**src/rtl/core/sefx_pkg.sv**
```systemverilog
// ----------------------------------------------------------------------------
// sefx_pkg
// Shared types and constants for the start/end marker frame extractor.
// ----------------------------------------------------------------------------
package sefx_pkg;

   // Frame layout: start, type, length, payload, check, end
   localparam int unsigned FRAME_OVERHEAD = 5;
   localparam int unsigned LEN_OFFSET     = 2;
   localparam int unsigned END_OFFSET     = FRAME_OVERHEAD - 1;

   localparam int unsigned BYTE_W  = 8;
   localparam int unsigned LIMIT_W = 6;
   localparam int unsigned SIZE_W  = 7;

   // Configuration register indexes
   typedef enum logic [1:0] {
      REG_START_MARKER  = 2'd0,
      REG_END_MARKER    = 2'd1,
      REG_PAYLOAD_LIMIT = 2'd2
   } csr_index_type;

   localparam logic [BYTE_W-1:0]  START_MARKER_RESET  = 8'hfa;
   localparam logic [BYTE_W-1:0]  END_MARKER_RESET    = 8'hf5;
   localparam logic [LIMIT_W-1:0] PAYLOAD_LIMIT_RESET = 6'd59;

   // Per-cell control from the sequencer
   typedef struct packed {
      logic shift;   // take the right neighbor's byte
      logic load;    // take the incoming byte
   } cell_ctl_type;

   typedef enum logic [2:0] {
      ST_IDLE = 3'b001,
      ST_SCAN = 3'b010,
      ST_EMIT = 3'b100
   } state_type;

endpackage

```
**src/rtl/core/sefx_cell.sv**
```systemverilog
// ----------------------------------------------------------------------------
// sefx_cell
// One byte cell of the window chain: holds, loads a new byte, or shifts
// in its right neighbor's byte.
// ----------------------------------------------------------------------------
module sefx_cell (
   input  logic                        clock,
   input  logic                        reset,
   input  sefx_pkg::cell_ctl_type      ctl,
   input  logic [sefx_pkg::BYTE_W-1:0] load_data,
   input  logic [sefx_pkg::BYTE_W-1:0] right_data,
   output logic [sefx_pkg::BYTE_W-1:0] cell_byte
);

   logic [sefx_pkg::BYTE_W-1:0] data_ff;
   logic [sefx_pkg::BYTE_W-1:0] data_in;

   always_comb begin
      data_in = data_ff;
      if (ctl.shift) begin
         data_in = right_data;
      end else if (ctl.load) begin
         data_in = load_data;
      end
   end

   always_ff @(posedge clock) begin
      if (reset) begin
         data_ff <= '0;
      end else begin
         data_ff <= data_in;
      end
   end

   assign cell_byte = data_ff;

endmodule

```
**src/rtl/core/stx_etx_frame_extractor.sv**
```systemverilog
// ----------------------------------------------------------------------------
// stx_etx_frame_extractor
// Deframer for start/type/length/payload/check/end frames over a byte window.
// ----------------------------------------------------------------------------
// Each req_ transaction appends one received byte to a window of up to
// WINDOW_BYTES bytes, held in a chain of byte cells (oldest in cell 0; a full
// window slides out its oldest byte). After a plain byte the block stays
// ready, so plain bytes stream at one per cycle while no search or frame is
// in progress. A search is only needed when the new byte equals the end
// marker, or on the first byte after any csr_ write: the head cell is then
// checked as a frame start (the candidate's end byte is first fetched into a
// register, then checked), and on a miss the chain rotates one cell. A search
// that finds no frame rotates the chain full circle, which restores byte
// order. The earliest complete frame (start marker, length byte within
// payload_limit, whole frame held, end marker at its end) is sent out of cell
// 0 one byte per rsp_ transaction, rsp_frame_last on the end marker, and then
// all held bytes are dropped. The check byte is not verified. No req_
// transaction is taken while a search or a frame is in progress.
// ----------------------------------------------------------------------------
module stx_etx_frame_extractor #(
   parameter int WINDOW_BYTES = 64
) (
   input  logic                              clock,
   input  logic                              reset,
   // byte input
   input  logic                              req_valid,
   output logic                              req_ready,
   input  logic [sefx_pkg::BYTE_W-1:0]       req_rx_byte,
   // frame output
   output logic                              rsp_valid,
   input  logic                              rsp_ready,
   output logic [sefx_pkg::BYTE_W-1:0]       rsp_frame_byte,
   output logic                              rsp_frame_last,
   // configuration
   input  logic                              csr_write,
   input  sefx_pkg::csr_index_type           csr_index,
   input  logic [sefx_pkg::BYTE_W-1:0]       csr_wdata
);

   localparam int IDX_W = $clog2(WINDOW_BYTES);
   localparam int CNT_W = $clog2(WINDOW_BYTES + 1);
   localparam logic [CNT_W-1:0] HELD_FULL = CNT_W'(WINDOW_BYTES);
   localparam logic [IDX_W-1:0] ROT_LAST  = IDX_W'(WINDOW_BYTES - 1);

   // config
   logic [sefx_pkg::BYTE_W-1:0]  start_marker_ff, start_marker_in;
   logic [sefx_pkg::BYTE_W-1:0]  end_marker_ff, end_marker_in;
   logic [sefx_pkg::LIMIT_W-1:0] payload_limit_ff, payload_limit_in;

   // control
   sefx_pkg::state_type          state_ff, state_in;
   logic [CNT_W-1:0]             held_ff, held_in;
   logic [IDX_W-1:0]             rot_ff, rot_in;
   logic [sefx_pkg::SIZE_W-1:0]  size_ff, size_in;
   logic [sefx_pkg::SIZE_W-1:0]  emit_cnt_ff, emit_cnt_in;
   logic                         rescan_ff, rescan_in;
   logic                         probe_ff, probe_in;   // end byte fetched

   // cell chain
   logic [sefx_pkg::BYTE_W-1:0]  cell_q   [WINDOW_BYTES];
   sefx_pkg::cell_ctl_type       cell_ctl [WINDOW_BYTES];
   logic [sefx_pkg::BYTE_W-1:0]  wrap_byte;

   logic req_fire;
   logic slide;
   logic rotate;
   logic load_en;
   logic emit_last;

   // frame check at the head of the chain
   logic [sefx_pkg::BYTE_W-1:0]  head_byte;
   logic [sefx_pkg::BYTE_W-1:0]  len_byte;
   logic [sefx_pkg::BYTE_W-1:0]  end_byte_ff, end_byte_in;
   logic [9:0]                   frame_size;
   logic [8:0]                   end_off;
   logic                         fits;
   logic                         end_in_window;
   logic                         hit;

   assign req_ready = (state_ff == sefx_pkg::ST_IDLE);
   assign req_fire  = req_valid && req_ready;
   assign slide     = req_fire && (held_ff == HELD_FULL);
   assign load_en   = req_fire && !slide;

   assign head_byte     = cell_q[0];
   assign len_byte      = cell_q[sefx_pkg::LEN_OFFSET];
   assign frame_size    = {2'b00, len_byte} + 10'(sefx_pkg::FRAME_OVERHEAD);
   assign end_off       = {1'b0, len_byte} + 9'(sefx_pkg::END_OFFSET);
   assign fits          = (10'(rot_ff) + frame_size) <= 10'(held_ff);
   assign end_in_window = end_off < 9'(WINDOW_BYTES);
   assign end_byte_in   = cell_q[end_off[IDX_W-1:0]];

   // chain holds still on the fetch cycle, so head and length still match
   assign hit = (state_ff == sefx_pkg::ST_SCAN) && probe_ff
             && (head_byte == start_marker_ff)
             && (len_byte <= {2'b00, payload_limit_ff})
             && fits && end_in_window
             && (end_byte_ff == end_marker_ff);

   // rotation: scan steps that miss, and each delivered frame byte
   assign rotate = ((state_ff == sefx_pkg::ST_SCAN) && probe_ff && !hit)
                || ((state_ff == sefx_pkg::ST_EMIT) && rsp_ready);

   assign wrap_byte = rotate ? cell_q[0] : req_rx_byte;

   always_comb begin
      for (int k = 0; k < WINDOW_BYTES; k++) begin
         cell_ctl[k].shift = rotate || slide;
         cell_ctl[k].load  = load_en && (held_ff[IDX_W-1:0] == IDX_W'(k));
      end
   end

   for (genvar g = 0; g < WINDOW_BYTES; g++) begin : g_cell
      logic [sefx_pkg::BYTE_W-1:0] right_byte;
      if (g == WINDOW_BYTES - 1) begin : g_tail
         assign right_byte = wrap_byte;
      end else begin : g_body
         assign right_byte = cell_q[g+1];
      end
      sefx_cell u_cell (
         .clock      (clock),
         .reset      (reset),
         .ctl        (cell_ctl[g]),
         .load_data  (req_rx_byte),
         .right_data (right_byte),
         .cell_byte  (cell_q[g])
      );
   end

   // output straight from the head cell; it holds while stalled
   assign emit_last      = (emit_cnt_ff == (size_ff - sefx_pkg::SIZE_W'(1)));
   assign rsp_valid      = (state_ff == sefx_pkg::ST_EMIT);
   assign rsp_frame_byte = cell_q[0];
   assign rsp_frame_last = emit_last;

   // sequencer
   always_comb begin
      state_in    = state_ff;
      held_in     = held_ff;
      rot_in      = rot_ff;
      size_in     = size_ff;
      emit_cnt_in = emit_cnt_ff;
      rescan_in   = rescan_ff;
      probe_in    = probe_ff;

      unique case (state_ff)
         sefx_pkg::ST_IDLE: begin
            if (req_fire) begin
               if (!slide) begin
                  held_in = held_ff + CNT_W'(1);
               end
               // without a config change only a frame ending here can appear
               if ((req_rx_byte == end_marker_ff) || rescan_ff) begin
                  state_in  = sefx_pkg::ST_SCAN;
                  rot_in    = '0;
                  rescan_in = 1'b0;
                  probe_in  = 1'b0;
               end
            end
         end
         sefx_pkg::ST_SCAN: begin
            if (!probe_ff) begin
               probe_in = 1'b1;
            end else begin
               probe_in = 1'b0;
               if (hit) begin
                  state_in    = sefx_pkg::ST_EMIT;
                  size_in     = frame_size[sefx_pkg::SIZE_W-1:0];
                  emit_cnt_in = '0;
               end else begin
                  rot_in = rot_ff + IDX_W'(1);
                  if (rot_ff == ROT_LAST) begin
                     state_in = sefx_pkg::ST_IDLE;   // full circle, order restored
                  end
               end
            end
         end
         sefx_pkg::ST_EMIT: begin
            if (rsp_ready) begin
               emit_cnt_in = emit_cnt_ff + sefx_pkg::SIZE_W'(1);
               if (emit_last) begin
                  held_in  = '0;
                  state_in = sefx_pkg::ST_IDLE;
               end
            end
         end
         default: begin
            state_in = sefx_pkg::ST_IDLE;
         end
      endcase

      // any register write may complete an older frame
      if (csr_write) begin
         rescan_in = 1'b1;
      end
   end

   // config decode
   always_comb begin
      start_marker_in  = start_marker_ff;
      end_marker_in    = end_marker_ff;
      payload_limit_in = payload_limit_ff;
      if (csr_write) begin
         unique case (csr_index)
            sefx_pkg::REG_START_MARKER:  start_marker_in  = csr_wdata;
            sefx_pkg::REG_END_MARKER:    end_marker_in    = csr_wdata;
            sefx_pkg::REG_PAYLOAD_LIMIT:
               payload_limit_in = csr_wdata[sefx_pkg::LIMIT_W-1:0];
            default: ;
         endcase
      end
   end

   always_ff @(posedge clock) begin
      if (reset) begin
         state_ff         <= sefx_pkg::ST_IDLE;
         held_ff          <= '0;
         rot_ff           <= '0;
         emit_cnt_ff      <= '0;
         rescan_ff        <= 1'b0;
         probe_ff         <= 1'b0;
         start_marker_ff  <= sefx_pkg::START_MARKER_RESET;
         end_marker_ff    <= sefx_pkg::END_MARKER_RESET;
         payload_limit_ff <= sefx_pkg::PAYLOAD_LIMIT_RESET;
      end else begin
         state_ff         <= state_in;
         held_ff          <= held_in;
         rot_ff           <= rot_in;
         emit_cnt_ff      <= emit_cnt_in;
         rescan_ff        <= rescan_in;
         probe_ff         <= probe_in;
         start_marker_ff  <= start_marker_in;
         end_marker_ff    <= end_marker_in;
         payload_limit_ff <= payload_limit_in;
      end
   end

   always_ff @(posedge clock) begin
      size_ff     <= size_in;
      end_byte_ff <= end_byte_in;
   end

endmodule
```
**config.mk**
```make
export PLATFORM = sky130hd
export DESIGN_NAME = stx_etx_frame_extractor
export DESIGN_NICKNAME = d
export VERILOG_FILES = /design/src/rtl/core/sefx_pkg.sv /design/src/rtl/core/sefx_cell.sv /design/src/rtl/core/stx_etx_frame_extractor.sv
export SDC_FILE = /design/constraint.sdc
export NUM_CORES = 2
export LEC_CHECK = 0
export ABC_AREA = 1
export BUFFER_PORTS_ARGS = -buffer_cell sky130_fd_sc_hd__buf_2
export CAP_MARGIN = 0
export CORE_MARGIN = 3
export CORE_UTILIZATION = 45
export CTS_BUF_LIST = sky130_fd_sc_hd__clkbuf_16
export DETAILED_ROUTE_END_ITERATION = 7
export PLACE_DENSITY = 0.68
export SKIP_LAST_GASP = 1
export SLEW_MARGIN = 20
export SYNTH_ARGS = -nofsm -noshare
export SYNTH_HDL_FRONTEND = slang
export SYNTH_HIERARCHICAL = 1
export SYNTH_SLANG_ARGS = --single-unit
```
**constraint.sdc**
```tcl
create_clock -name clock -period 10.7 [get_ports clock]
set_input_delay 0.535 -clock clock [delete_from_list [all_inputs] [get_ports clock]]
set_output_delay 0.535 -clock clock [all_outputs]
set_load 0.02 [all_outputs]
```
==> flow_summary.ini <==
[setup_path]
required_ns = 11.20
critical_path_at_ns = 6.62
most_prevalent_standard_cell_on_the_critical_path = nand2_1
crit_path_start_kind = register
cp.depth = 29
worstRegToRegCells = 29
critPathKind = register to register
timing.critical_path.max_delay_family = simple AND/OR/NAND/NOR gates
path_buf_inv = 5
timing.critical_path.fanout_max = 74
largest_stage_delay_on_the_critical_path_ns = 0.96
crit_slowest_cell = buf_4
end_kind = register

[yosys]
synthesis_warnings = 6
synth_seq_cells = 574
synthesis.nets = 5585
yosys-top-cells-area = dfxtp_1 32%, nand2_1 20%, nand3_1 16%
ys_dominant_reg_cell = dfxtp_1
synth-edff-count = 7
netlist_top_cells_count = 1902 x nand2_1, 1113 x nand3_1, 612 x inv_1
top_cell_type_by_total_area_after_synthesis = dfxtp_1
post_synth.cell_area_avg_um2 = 6.37
yosys.area.top_type_share_pct = 32.2
syn_inst = 5532
ys_types = 46
post_synthesis_async_set_or_reset_flop_share_pct = 0
syn_area_um2 = 35200
synth-seq-area-share_pct = 32.8
post-synth-top-count-cell = nand2_1

[sta]
timing.fmax_mhz = 163
final_max_slew_viol_count = 0
grt_setup_unrepaired = false
worst-slew-pin-transition_ns = 1.10
period_minus_slack_ns = 6.13
setup_total_negative_slack_ns = 0
finalCritPeriodShare_pct = 57.2
fin_skew_ns = 0.0268
finalHoldViolations = 0
hold_slack_ns = 0.174
finalSetupViolations = 0
timing.max_slew.rel_slack_pct = 26.6

[cells_and_area]
syn2layout_area_growth_pct = 6.19
postLayoutCellArea_um2 = 37400
finalNetCount = 5480
final.fill_count = 7882
diodes_inserted = 0
ff_latch_area_um2 = 11600
multiInputGateArea_um2 = 19000
drive_above_1_share_pct = 7.15

[status]
run_status = finished clean

[routing]
initialDrtViolationCount = 4078
routed_wire_length_per_instance_um = 18.1
firstDrtPassIters = 6
detail_route.drc_violations = 0
route.vias.total = 36000
vias_per_cell = 5.54
antenna_left = 0
wirelength_mm = 118

[flow_run]
max_cap_viol_count = 0

[clock_tree]
clk-insertion-delay-late_ns = 0.62
tritoncts = built
post_cts.repair.setup_buffers = 0
clock_sinks = 574
cts_max_level = 3
cts_buffer_depth = 3
cts.hold.buffers_added = 0
cts_inserted_buffers = 68
clkTransAtPathRegs_ns = 0.06
ctsRootBufferMaster = clkbuf_16
cts-resized-gates = 0

[power]
cellPowerDensity_nw_per_um2 = 137
power.ir.vdd_worst_mv = 0.0830
total_leakage_power_nw = 19.6

[floorplanning]
ioPinCount = 34
floorplan.die_area_um2 = 81700
rows = 101
die_width_um = 286
start_util_pct = 45.9
core-area_um2 = 76700
die_y_um = 286

[grt]
largest_net_degree_at_the_start_of_global_routing = 181
grt_first_pass_wirelength_mm = 183
grt_use_total_pct = 27.8
antenna_found_initial = 1
grt_pass1_vias = 32100
grt_overflow = 0

[placement]
place_area_um2 = 35400
hpwlAfterDp_mm = 77.4
gpl.final_weighted_congestion = 0.920
port-buffer-count = 33

[min_path]
hp-class = primary input to register
worst_hold_path_cell_count = 3
-- area by class of cell --
| class | instances | area share [%] |
|---|---|---|
| Tap cell | 1030 | 3.44 |
| Sequential cell | 574 | 30.9 |
| Clock inverter | 44 | 0.692 |
| Timing Repair Buffer | 68 | 1.39 |
| Clock buffer | 71 | 4.75 |
| Inverter | 752 | 8.02 |
| Multi-Input combinational cell | 3963 | 50.8 |
-- metrics by stage --
| step | utilization [%] | std cells | setup slack, ns | total power (W) |
|---|---|---|---|---|
| finish | 48.8 | 6502 | 4.57 | 0.00514 |
| global route | 48.8 | 6502 | 4.03 | 0.00532 |
| detailed placement | 46.1 | 6387 | 4.69 | 0.00297 |
| floorplan | - | 5532 | 4.48 | 0.00275 |
| global placement | 46.1 | 6387 | 4.79 | 0.00296 |
| CTS | 48.8 | 6502 | 4.65 | 0.00515 |
-- path summary, 6_finish.rpt --
kind | endpoint | start | slack [ns]
worst max-delay path | g_cell[51].u_cell/cell_byte[3] | g_cell[2].u_cell/cell_byte[0] | 4.57
worst min-delay path | end_marker_ff[6] | csr_wdata[6] | 0.17
worst max register to register | g_cell[51].u_cell/cell_byte[3] | g_cell[2].u_cell/cell_byte[0] | 4.57
worst min register to register | held_ff[6] | held_ff[6] | 0.48
-- sequential cells by signal, summed over array words and instances, names as in the netlist, 7 cells and up --
| name | count |
|---|---|
| emit_cnt_ff | 7 |
| size_ff | 7 |
| start_marker_ff | 8 |
| end_byte_ff | 8 |
| held_ff | 7 |
| end_marker_ff | 8 |
| g_cell.u_cell/cell_byte | 512 |
-- worst min-delay path, stage by stage --
cell and delay [ns]:
buf_2 0.10, nand2_1 0.05, nand3_1 0.06
-- logic make-up after synthesis --
logic type / count (synthesis) / synth area share (%)
and+or+nand+nor: 3420 / 43.9
buffers and inverters: 995 / 13.3
DFF: 574 / 32.8
AOI/OAI and AO/OA: 486 / 8.22
adders and majority gates: 30 / 1.09
xor gates and xnor gates: 27 / 0.692
-- power by group --
part / internal [W] / switching (W) / total (W)
Clock: 0.00126 / 0.000939 / 0.00220
Combinational: 0.000188 / 0.000538 / 0.000726
Sequential: 0.00217 / 0.0000435 / 0.00222
-- metal layers --
layer	global-route usage, %	wire [µm]	up-vias
met5	0	13	-
met4	12.4	5210	2
met3	4.86	11200	281
met2	43.2	51300	1680
met1	37.6	50000	16500
li1	-	-	17600
-- cells in the final DEF (no fill, tap or decap), drive strengths merged --
cell     count
nor2       361
nand3b       2
inv        775
fa           1
clkbuf      72
a21boi       1
a2bb2oi      5
o22ai       64
bufinv       3
nand2     1919
o311ai       2
nand4       10
a31oi        1
o2111ai      1
nor4         2
buf         67
edfxtp       7
nor3        10
o221ai      59
a21oi       81
ha          29
o21ai      230
nand3     1115
dfxtp      567
o211ai      41
xnor2       10
xor2        17
a211oi       1
nor3b        1
clkinv      18
Power figures use the tool's default switching activity.
